$ cat config.mk
export PLATFORM = sky130hd
export DESIGN_NAME = bsvp_ctrl
export DESIGN_NICKNAME = d
export VERILOG_FILES = /design/src/hdl/assert_macros.svh /design/src/hdl/bsvp_pkg.sv /design/src/hdl/bsvp_ctrl.sv
export SDC_FILE = /design/constraint.sdc
export NUM_CORES = 1
export LEC_CHECK = 0
export BUFFER_PORTS_ARGS = -buffer_cell sky130_fd_sc_hd__buf_4
export CAP_MARGIN = 20
export CORE_AREA = 2 2 39 41
export CTS_CLUSTER_DIAMETER = 80
export CTS_CLUSTER_SIZE = 30
export DETAILED_ROUTE_END_ITERATION = 10
export DIE_AREA = 0 0 41 43
export PLACE_DENSITY = 0.44
export SYNTH_ARGS = -nofsm -noshare
export SYNTH_HDL_FRONTEND = slang
export SYNTH_SLANG_ARGS = --single-unit
export TNS_END_PERCENT = 5
$ cat constraint.sdc
create_clock -name clk -period 1 [get_ports clk]
set_clock_uncertainty 0.15 [all_clocks]
set_input_delay 0.2 -clock clk [delete_from_list [all_inputs] [get_ports clk]]
set_output_delay 0.2 -clock clk [all_outputs]
set_load 0.03 [all_outputs]
$ cat src/hdl/assert_macros.svh
// ----------------------------------------------------------------------------
// assert_macros.svh
// Shared concurrent assertion macros, clocked on the rising edge and
// disabled while reset is high.
// ----------------------------------------------------------------------------
`ifndef ASSERT_MACROS_SVH
`define ASSERT_MACROS_SVH

// Condition holds on every clock edge outside reset.
`define ASSERT_ALWAYS(lbl, clk, rst, expr) \
  lbl: assert property (@(posedge clk) disable iff (rst) (expr)) \
    else $error("%m: assertion failed");

// Antecedent implies consequent in the same cycle.
`define ASSERT_SAME(lbl, clk, rst, ante, cons) \
  lbl: assert property (@(posedge clk) disable iff (rst) (ante) |-> (cons)) \
    else $error("%m: assertion failed");

// Antecedent implies consequent in the following cycle.
`define ASSERT_NEXT(lbl, clk, rst, ante, cons) \
  lbl: assert property (@(posedge clk) disable iff (rst) (ante) |=> (cons)) \
    else $error("%m: assertion failed");

`endif

$ cat src/hdl/bsvp_pkg.sv
// ----------------------------------------------------------------------------
// bsvp_pkg
// Codes, default sizes and controller/datapath signal groups for the
// bounded stack with value purge.
// ----------------------------------------------------------------------------
`timescale 1ns / 1ps

package bsvp_pkg;

  // default number of stack entries
  localparam int DEFAULT_DEPTH = 128;

  // field widths
  localparam int ACTION_W = 2;
  localparam int VALUE_W  = 32;
  localparam int STATUS_W = 2;
  localparam int COUNT_W  = 8;

  // action codes
  localparam logic [ACTION_W-1:0] ACT_PUSH  = 2'd0;
  localparam logic [ACTION_W-1:0] ACT_POP   = 2'd1;
  localparam logic [ACTION_W-1:0] ACT_PURGE = 2'd2;

  // status codes
  localparam logic [STATUS_W-1:0] ST_OK    = 2'd0;
  localparam logic [STATUS_W-1:0] ST_FULL  = 2'd1;
  localparam logic [STATUS_W-1:0] ST_EMPTY = 2'd2;

  // controller to datapath commands
  typedef struct packed {
    logic accept_push;   // push request taken
    logic accept_pop;    // pop request taken
    logic accept_purge;  // purge request taken
    logic accept_other;  // unused action code taken
    logic pop_finish;    // read data of the popped entry is ready
    logic purge_read;    // read entry at the purge read pointer
    logic purge_step;    // compare entry, compact, advance
  } cmd_t;

  // datapath to controller status
  typedef struct packed {
    logic full;
    logic empty;
    logic purge_last;    // current purge entry is the top one
    logic out_free;      // result register empty or being taken
  } stat_t;

endpackage

$ cat src/hdl/bsvp_ctrl.sv
// ----------------------------------------------------------------------------
// bsvp_ctrl
// Sequencer: takes requests, runs the pop read and the purge walk, and
// issues datapath commands.
// ----------------------------------------------------------------------------
`timescale 1ns / 1ps

module bsvp_ctrl (
  input  logic                          clk,
  input  logic                          rst,
  input  logic                          req_valid,
  input  logic [bsvp_pkg::ACTION_W-1:0] req_action,
  output logic                          req_ready,
  input  bsvp_pkg::stat_t               stat,
  output bsvp_pkg::cmd_t                cmd
);

  typedef enum logic [1:0] {
    IDLE,
    POP_DATA,
    PURGE_RD,
    PURGE_CMP
  } state_t;

  state_t state;
  state_t state_next;
  logic   accept;

  // take a request only when idle and the result slot is free
  assign req_ready = (state == IDLE) && stat.out_free;
  assign accept    = req_valid && req_ready;

  // command decode
  always_comb begin
    cmd = '0;
    unique case (state)
      IDLE: begin
        if (accept) begin
          unique case (req_action)
            bsvp_pkg::ACT_PUSH:  cmd.accept_push  = 1'b1;
            bsvp_pkg::ACT_POP:   cmd.accept_pop   = 1'b1;
            bsvp_pkg::ACT_PURGE: cmd.accept_purge = 1'b1;
            default:             cmd.accept_other = 1'b1;
          endcase
        end
      end
      POP_DATA:  cmd.pop_finish = 1'b1;
      PURGE_RD:  cmd.purge_read = 1'b1;
      PURGE_CMP: cmd.purge_step = 1'b1;
    endcase
  end

  // next state
  always_comb begin
    state_next = state;
    unique case (state)
      IDLE: begin
        if (cmd.accept_pop && !stat.empty) begin
          state_next = POP_DATA;
        end else if (cmd.accept_purge && !stat.empty) begin
          state_next = PURGE_RD;
        end
      end
      POP_DATA:  state_next = IDLE;
      PURGE_RD:  state_next = PURGE_CMP;
      PURGE_CMP: state_next = stat.purge_last ? IDLE : PURGE_RD;
    endcase
  end

  always_ff @(posedge clk) begin
    if (rst) begin
      state <= IDLE;
    end else begin
      state <= state_next;
    end
  end

endmodule

==> flow_summary_export.csv, run 1 <==
group,metric,value,unit
logic_synthesis,synth_cell_type_count,14,
finish,synthToLayoutAreaGrowth,141,%
grt,grt_overflow_total,0,
sta,rsz0062_at_grt,"true",
logic_synthesis,synth_nets,29,
worst_hold_path,hold_class,"in2reg",
grt,antenna_found_initial,0,
detailed_routing,drt-total-wl,629,µm
sta,report.final.slew_viol_count,0,
logic_synthesis,synthTopCellsByCount,"nor3b_1, a22o_1, dfxtp_1, nand2_1, nor2_1",
logic_synthesis,post-synth-top-count-cell,"nor3b_1",
detailed_routing,dr.pass1.iters,2,
logic_synthesis,synth_top_area_share,21.3,%
grt,grt_util_all_layers,8.43,%
worst_setup_path,critPathLaunchType,"register",
sta,slew-limit-headroom,84.7,%
placement,dp_hpwl,490,µm
finish,drive_above_1_share,83.3,%
clock_tree,clk_latency,0.22,ns
worst_setup_path,startpoint,"state[1]",
finish,top_register,"state",
logic_synthesis,yosysSeqAreaShare,21.3,%
logic_synthesis,synth_area,188,µm²
worst_setup_path,crit_fanout,4,
clock_tree,numCtsBuffers,3,
logic_synthesis,ys.flop_type,"dfxtp_1",
worst_setup_path,crit-reg2reg-launch,"state[0]",
worst_hold_path,worstHoldStart,"stat[1]",
grt,grt_pass1_wl,986,µm
sta,setup-violations-final,10,
sta,clock.fmax,649,MHz
power,power_leakage,0.202,nW
worst_setup_path,crit_slowest_cell,"dfxtp_2",
placement,dp_cells,55,
sta,worst_slew_pin_slew,0.226,ns
worst_setup_path,critPathTopFamily,"simple AND/OR/NAND/NOR gates",
detailed_routing,ant_nets,0,
placement,pre_cts_ws,-0.315,ns
floorplan,ios,17,
clock_tree,cts_tree,"built",
finish,largest_reg_flops,2,
detailed_routing,wl_per_cell,10.8,µm
power,peakVddDrop,550,µV
finish,num_antenna_cells,0,
placement,gp_congestion,0.635,
worst_setup_path,cp-end-kind,"primary output",
sta,hold_viol_final,0,
logic_synthesis,yosysTopAreaCell,"dfxtp_1",
sta,min_period,1.54,ns
detailed_routing,drt_iter0_drc,1,
floorplan,initial_utilization,13.6,%
logic_synthesis,yosys_register_bits,2,
clock_tree,clkSinkCount,2,
grt,grt_pass1_vias,254,
worst_setup_path,path_cells,"nand4bb_4 -> nor3b_4 -> buf_6",
worst_setup_path,path_depth,3,
detailed_routing,post_drt_via_cell_ratio,4.12,
worst_setup_path,cpPeakStageDelay,0.31,ns
finish,nets,53,
sta,setup_slack,-0.541,ns
job,drv_cap,0,
power,p_per_area,835,mW/mm²
detailed_routing,drc,0,
floorplan,num_rows,14,
clock_tree,cts_max_level,1,
sta,fin_crit_sh,154,%
clock_tree,clockRootBuffer,"clkbuf_4",
logic_synthesis,syn_area_per_cell,9.38,µm²
worst_setup_path,critPathArrivalTime,1.19,ns
worst_setup_path,path_buf_inv,1,
power,p_total,0.000378,W
logic_synthesis,syn_inst,20,
worst_setup_path,r2r_cells,3,
status,status,"finished, violations left",
logic_synthesis,synth_warnings,0,
worst_setup_path,cp.required,0.65,ns
finish,reg_top3,"state x2",
clock_tree,clk_pin_slew,0.03,ns
logic_synthesis,synth_edf_count,0,
placement,io_buffers,15,
detailed_routing,vias,239,
floorplan,dieArea,0.00176,mm²
status,violations,"negative setup slack",
finish,fin_cells,58,
worst_setup_path,worstSetupPathType,"reg2out",
grt,grt_max_degree,8,
logic_synthesis,synth_area_leaders,"dfxtp_1, nand4bb_4, nor3b_1",
floorplan,core_area,0.00138,mm²
worst_hold_path,whs_path_depth,3,
logic_synthesis,synth-async-reset-ratio,0,%
floorplan,fp.dieH,43,µm
floorplan,die_x,41,µm
clock_tree,clk_path_buf_depth,2,
==> cells by family after synthesis <==
| group | count (synthesis) | share of synthesized area (%) |
|---|---|---|
| AND/OR/NAND/NOR | 15 | 67.3 |
| buffers and inverters | 1 | 2.00 |
| flip-flops | 2 | 21.3 |
| AO/OA/AOI/OAI | 2 | 9.34 |
==> tightest hold or removal path: cells and delay by family <==
kind | cells | cell delay (ns)
simple gates | 1 | 0.05
buf+inv | 1 | 0.11
compound gates | 1 | 0.12
==> per-stage QoR <==
step | setup TNS [ns] | hold slack, ns | instance area (µm²) | util, %
after floorplan | -2.03 | 0.230 | 224 | -
after global placement | -1.73 | 0.359 | 387 | 27.9
after detailed placement | -1.86 | 0.370 | 387 | 27.9
after CTS | -3.71 | 0.138 | 433 | 31.3
after global routing | -3.89 | 0.157 | 453 | 32.7
final | -3.42 | 0.145 | 453 | 32.7
==> power by group <==
| part | leakage, nW | internal (W) | total (W) | switching [W] |
|---|---|---|---|---|
| clock network | 0.0138 | 0.000132 | 0.000173 | 0.0000414 |
| logic | 0.171 | 0.0000634 | 0.000121 | 0.0000574 |
| registers | 0.0172 | 0.0000826 | 0.0000838 | 0.00000120 |
==> worst paths after layout <==
check | end | slack [ns]
setup / recovery | cmd[4] | -0.54
hold / removal | state[1] | 0.14
setup reg to reg | state[1] | -0.13
hold reg to reg | state[1] | 0.50
==> layout by cell type, fill, tap and decap left out, drive strengths merged <==
cell,count
dfxtp,2
clkbuf,3
buf,19
nor3,1
nor4bb,1
inv,1
and4bb,1
nor2,2
and2,1
nor3b,4
and2b,1
nand2,2
nand4bb,1
a22o,2
nor2b,1
==> cell type report <==
cell class              count  area (µm²)
fillers                   149         931
multi-input cells          17         191
repair buffers             19         173
flip-flops and latches      2        42.5
clock buffers               3        22.5
well taps                  16        20.0
inverters                   1        3.75
==> repair_timing <==
item	in CTS	in global routing
resized for setup	7	7
pin swaps	4	2
cloned	0	0
hold buffers	0	0
buffers inserted	0	0
setup endpoints to repair	10	10
==> per-layer routing <==
| layer | track usage (%) | wire [µm] | vias up |
|---|---|---|---|
| met5 | 0 | 0 | - |
| met4 | 4.00 | 0 | 0 |
| met3 | 5.76 | 83 | 0 |
| met2 | 10.9 | 286 | 15 |
| met1 | 10.3 | 259 | 105 |
| li1 | - | - | 119 |
Note: power is estimated with default switching activity, not from simulation.
==> run 2: changes to the inputs <==
--- a/config.mk
+++ b/config.mk
@@ -5,6 +5,7 @@
 export SDC_FILE = /design/constraint.sdc
 export NUM_CORES = 1
 export LEC_CHECK = 0
+export ABC_AREA = 1
 export BUFFER_PORTS_ARGS = -buffer_cell sky130_fd_sc_hd__buf_4
 export CAP_MARGIN = 20
 export CORE_AREA = 2 2 39 41
@@ -13,6 +14,7 @@
 export DETAILED_ROUTE_END_ITERATION = 10
 export DIE_AREA = 0 0 41 43
 export PLACE_DENSITY = 0.44
+export REMOVE_ABC_BUFFERS = 1
 export SYNTH_ARGS = -nofsm -noshare
 export SYNTH_HDL_FRONTEND = slang
 export SYNTH_SLANG_ARGS = --single-unit
==> run 2 against run 1 <==
  * The run still ends with negative setup slack left
  * Global-route usage shrank 0.11 points
  * First-iteration DRC count grew to 5.0 times the previous value
  * Synthesized cell count grew 65%
  * Final area shrank 1.7%
  * Clock power grew 4%
==> flow_summary_export.csv, run 2 <==
group,metric,value,unit
sta,clock.fmax,644,MHz
grt,grt_pass1_wl,917,µm
grt,antenna_found_initial,0,
logic_synthesis,synth-async-reset-ratio,0,%
clock_tree,cts_max_level,1,
power,swShare,32.8,%
detailed_routing,post_drt_via_cell_ratio,3.77,
placement,dp_hpwl,434,µm
floorplan,die_x,41,µm
clock_tree,clk_pin_slew,0.03,ns
placement,gp_congestion,0.708,
detailed_routing,dr.pass1.iters,2,
worst_setup_path,cpMostUsedCell,"nor2_4",
floorplan,ios,17,
power,p_clk_share,38.2,%
sta,report.final.slew_viol_count,0,
logic_synthesis,syn_inst,33,
finish,final_cell_mix,"buf_4, inv_1, buf_6",
logic_synthesis,ys.flop_type,"dfxtp_1",
sta,timing.hold.ws,0.0581,ns
grt,grt_pass1_vias,243,
sta,worst_slew_pin_slew,0.135,ns
status,status,"finished, violations left",
status,violations,"negative setup slack",
logic_synthesis,post-synth-top-count-cell,"inv_1",
logic_synthesis,synth_area_leaders,"dfxtp_1, inv_1, nor3_1",
finish,nets,69,
power,p_per_area,1060,mW/mm²
logic_synthesis,synth_edf_count,0,
grt,grt_overflow_total,0,
worst_setup_path,r2r_cells,7,
placement,io_buffers,15,
floorplan,num_rows,14,
finish,reg_top3,"state x2",
power,power_leakage,0.239,nW
sta,tns,-4.03,ns
floorplan,initial_utilization,13.5,%
power,p_switching,0.000155,W
finish,drive_above_1_share,63.8,%
clock_tree,clkSinkCount,2,
logic_synthesis,synthTopCellsByCount,"inv_1, nor2_1, nor3_1",
finish,layout_commonest_cell,"buf_4",
detailed_routing,wl_per_cell,7.41,µm
sta,min_period,1.55,ns
power,p_seq_share,20.1,%
floorplan,fp.dieH,43,µm
worst_setup_path,cp.required,0.65,ns
sta,rsz0062_at_grt,"true",
clock_tree,cts_tree,"built",
floorplan,core_area,0.00138,mm²
grt,grt_max_degree,5,
detailed_routing,drc,0,
power,peakVddDrop,443,µV
sta,fin_crit_sh,155,%
floorplan,dieArea,0.00176,mm²
worst_setup_path,cpPeakStageDelay,0.33,ns
power,p_int,0.000317,W
job,drv_cap,0,
finish,final_util,32.2,%
grt,grt_util_all_layers,8.32,%
detailed_routing,ant_nets,0,
sta,slew-limit-headroom,91.0,%
clock_tree,clk_path_buf_depth,2,
power,pwr-share-comb,41.7,%
sta,setup_slack,-0.553,ns
detailed_routing,vias,279,
logic_synthesis,synth_warnings,0,
worst_setup_path,worstSetupPathType,"reg2out",
worst_setup_path,critPathLaunchType,"register",
worst_hold_path,hold_class,"in2reg",
finish,synthToLayoutAreaGrowth,139,%
worst_setup_path,crit_fanout,4,
sta,setup-violations-final,10,
worst_setup_path,crit_slowest_cell,"dfxtp_2",
worst_setup_path,critPathArrivalTime,1.20,ns
worst_setup_path,path_cells,"nor2_4 -> nand2_2 -> nor2_4 -> inv_2 -> nor3_2 -> buf_4",
power,p_total,0.000472,W
worst_setup_path,cp-end-kind,"primary output",
detailed_routing,drt-total-wl,548,µm
logic_synthesis,synth_cell_type_count,12,
clock_tree,numCtsBuffers,3,
worst_hold_path,whs_path_depth,4,
clock_tree,clk_latency,0.23,ns
logic_synthesis,yosys_register_bits,2,
logic_synthesis,synth_top_area_share,21.5,%
clock_tree,clockRootBuffer,"clkbuf_4",
finish,num_antenna_cells,0,
finish,top_register,"state",
logic_synthesis,yosysSeqAreaShare,21.5,%
logic_synthesis,synth_area,186,µm²
sta,hold_viol_final,0,
finish,largest_reg_flops,2,
logic_synthesis,syn_area_per_cell,5.65,µm²
logic_synthesis,yosysTopAreaCell,"dfxtp_1",
detailed_routing,drt_iter0_drc,5,
## run 2: cell count changes after synthesis, moves of 2 or more
| cell | before | now |
|---|---|---|
| inv_1 | 1 | 10 |
| a21oi_1 | 0 | 3 |
| nor2_1 | 2 | 5 |
| nor3_1 | 1 | 4 |
| nor3b_1 | 3 | 0 |
| a22o_1 | 2 | 0 |
| nand3_1 | 0 | 2 |
## run 2: critical path, delay by kind of cell (launching register included)
kind          cells  cell delay [ns]
simple gates      4             0.39
flops             1             0.33
buf+inv           2             0.25
## run 2: final timing paths
| path | slack (ns) | from | end |
|---|---|---|---|
| setup / recovery | -0.55 | state[0] | cmd[5] |
| hold / removal | 0.06 | rst | state[1] |
| setup reg to reg | -0.27 | state[0] | state[1] |
| hold reg to reg | 0.47 | state[1] | state[1] |
## run 2: cells by family (layout without fill, tap and decap cells)
logic type	after synthesis	after routing	synth area share, %
AO/OA/AOI/OAI	3	3	8.05
buffers and inverters	11	36	22.1
flip-flops	2	2	21.5
AND/OR/NAND/NOR	17	17	48.3
## run 2: what timing repair did
item,CTS,global route
pin swaps,2,2
gates resized for setup,13,1
hold buffers,1,0
setup endpoints to repair,10,10
setup buffers,1,0
hold endpoints to repair,1,0
## run 2: stage by stage
stage / cells / setup WS (ns) / instance area [µm²]
floorplan: 33 / -0.724 / 186
global placement: 69 / -0.389 / 357
detailed placement: 69 / -0.383 / 357
CTS: 74 / -0.566 / 442
global route: 74 / -0.652 / 445
finish: 74 / -0.553 / 445
## run 2: power by group through the flow
stage	registers (W)	clock network, W	logic [W]
after floorplan	0.0000934	0	0.0000870
after global placement	0.0000918	0	0.000168
after detailed placement	0.0000914	0	0.000168
after CTS	0.0000941	0.000192	0.000197
after global routing	0.0000965	0.000213	0.000214
final	0.0000951	0.000180	0.000197
## run 2: area by class of cell
cell class | count | area (µm²)
multi-input cells | 20 | 133
fillers | 158 | 938
repair buffers | 22 | 186
well taps | 16 | 20.0
flip-flops and latches | 2 | 42.5
inverters | 11 | 41.3
clock buffers | 3 | 22.5
## run 2: routing by layer
metal | track usage, % | share of wire (%) | vias to the layer above
li1 | - | - | 149
met1 | 7.35 | 38 | 125
met2 | 12.2 | 57 | 5
met3 | 6.28 | 4.7 | 0
met4 | 6.00 | 0 | 0
met5 | 0 | 0 | -
==> run 3: changes to the inputs <==
--- a/config.mk
+++ b/config.mk
@@ -5,7 +5,7 @@
 export SDC_FILE = /design/constraint.sdc
 export NUM_CORES = 1
 export LEC_CHECK = 0
-export ABC_AREA = 1
+export ABC_AREA = 0
 export BUFFER_PORTS_ARGS = -buffer_cell sky130_fd_sc_hd__buf_4
 export CAP_MARGIN = 20
 export CORE_AREA = 2 2 39 41
==> run 3 against run 2 <==
  * Register-to-register slack improved by 0.12 ns
  * Critical path depth fell by 3
  * Via count fell by 14%
  * The run still ends with negative setup slack left
  * Count of clock-buffer cells in the layout did not move
  * Final area fell by 9.0%
  * Global-route usage rose by 0.70 points
  * Sequential share of layout area rose by 0.94 points
  * Highest routed layer is now met4
  * Clock power rose by 7%
==> flow_summary_export.csv, run 3 (same netlist as run 1, synthesis figures left out) <==
group,metric,value,unit
status,status,"finished, violations left",
status,violations,"negative setup slack",
sta,fin_crit_sh,149,%
worst_setup_path,cpPeakStageDelay,0.31,ns
finish,final_util,29.3,%
power,peakVddDrop,273,µV
detailed_routing,drt-total-wl,589,µm
finish,seq_area,42.5,µm²
power,p_total,0.000379,W
clock_tree,cts_tree,"built",
worst_setup_path,worstSetupPathType,"reg2out",
worst_setup_path,critPathLaunchType,"register",
worst_setup_path,path_cells,"nand4bb_4 -> nor3b_2 -> buf_4",
clock_tree,numCtsBuffers,3,
finish,num_antenna_cells,0,
sta,setup-violations-final,10,
sta,tns,-3.46,ns
finish,drive_above_1_share,76.2,%
floorplan,fp.dieH,43,µm
sta,min_period,1.49,ns
placement,gp_congestion,0.641,
clock_tree,clkSinkCount,2,
finish,final_cell_mix,"buf_4, nor3b_2, clkbuf_4, buf_6",
placement,io_buffers,15,
clock_tree,holdBufCountCts,0,
detailed_routing,wl_per_cell,10.2,µm
clock_tree,clk_path_buf_depth,2,
worst_setup_path,critPathArrivalTime,1.14,ns
grt,antenna_found_initial,0,
clock_tree,clk_pin_slew,0.04,ns
worst_hold_path,hold_class,"in2reg",
detailed_routing,vias,240,
floorplan,initial_utilization,13.6,%
detailed_routing,post_drt_via_cell_ratio,4.14,
power,power_leakage,0.185,nW
floorplan,num_rows,14,
finish,final_cell_area,405,µm²
finish,layout_commonest_cell,"buf_4",
sta,hold_viol_final,0,
job,drv_cap,0,
power,p_per_area,934,mW/mm²
clock_tree,cts_max_level,1,
detailed_routing,ant_nets,0,
grt,grt_pass1_wl,993,µm
grt,grt_overflow_total,0,
grt,grt_pass1_vias,217,
sta,timing.hold.ws,0.134,ns
finish,nFillCells,149,
floorplan,core_area,0.00138,mm²
detailed_routing,drt_iter0_drc,3,
sta,setup_slack,-0.493,ns
finish,synthToLayoutAreaGrowth,116,%
finish,top_register,"state",
sta,report.final.slew_viol_count,0,
worst_setup_path,crit_fanout,4,
clock_tree,clk_latency,0.23,ns
floorplan,dieArea,0.00176,mm²
grt,grt_util_all_layers,9.02,%
sta,slew-limit-headroom,81.8,%
finish,largest_reg_flops,2,
floorplan,ios,17,
sta,rsz0062_at_grt,"true",
placement,dpl_cell_area,350,µm²
grt,grt_max_degree,8,
detailed_routing,dr.pass1.iters,2,
sta,clock.fmax,670,MHz
sta,worst_slew_pin_slew,0.272,ns
worst_setup_path,cp-end-kind,"primary output",
worst_setup_path,crit_slowest_cell,"dfxtp_2",
finish,nets,53,
finish,multi_input_area,163,µm²
clock_tree,clockRootBuffer,"clkbuf_4",
finish,reg_top3,"state x2",
floorplan,die_x,41,µm
detailed_routing,drc,0,
worst_setup_path,cp.required,0.65,ns
placement,dp_hpwl,413,µm
==> run 3: cell types whose count changed in the layout (fill, tap and decap cells not counted), moves of 2 or more <==
cell / delta
buf_6: -2
nand3_1: -2
nor3_2: -4
nor2_1: -2
inv_1: -9
nor3b_2: +3
a22o_1: +2
nor2_4: -2
a21oi_1: -3
==> run 3: critical path: cells and delay by family, from the launching register on <==
kind	cells	cell delay, ns
buf+inv	1	0.18
flops	1	0.31
simple gates	2	0.42
==> run 3: worst paths after layout <==
path | slack, ns | depth (start not counted) | to | from
max | -0.49 | 3 | cmd[5] | state[1]
min | 0.13 | 3 | state[1] | stat[1]
max reg2reg | -0.15 | 3 | state[0] | state[1]
min reg2reg | 0.50 | 3 | state[1] | state[0]
==> run 3: stage by stage <==
step	setup slack, ns	cells
finish	-0.493	58
global route	-0.578	58
CTS	-0.509	58
floorplan	-0.665	20
detailed placement	-0.276	55
global placement	-0.264	55
==> run 3: repair_timing <==
| action | 4_1_cts | 5_1_grt |
|---|---|---|
| resized for setup | 8 | 2 |
| setup buffers | 0 | 0 |
| pin swaps | 6 | 1 |
| endpoints found under the setup margin | 10 | 10 |
| hold endpoints to repair | 0 | 0 |
==> run 3: routing by layer <==
| layer | vias to the layer above | share of wire, % | GRT usage (%) |
|---|---|---|---|
| li1 | 118 | - | - |
| met1 | 100 | 49 | 13.1 |
| met2 | 18 | 31 | 9.38 |
| met3 | 4 | 16 | 3.66 |
| met4 | 0 | 3.9 | 8.00 |
| met5 | - | 0 | 0 |
==> run 3: final cells by class <==
class	count	share of cell area, %
Timing Repair Buffer	19	38.0
Multi-Input combinational cell	17	40.1
Tap cell	16	4.94
Clock buffer	3	5.56
Sequential cell	2	10.5
Inverter	1	0.926
==> run 3: power breakdown <==
part           switching, W  leakage, nW   total, W  internal [W]
logic             0.0000480        0.154   0.000103     0.0000552
clock network     0.0000581       0.0138   0.000192      0.000133
registers        0.00000124       0.0172  0.0000837     0.0000825
total              0.000107        0.185   0.000379      0.000271
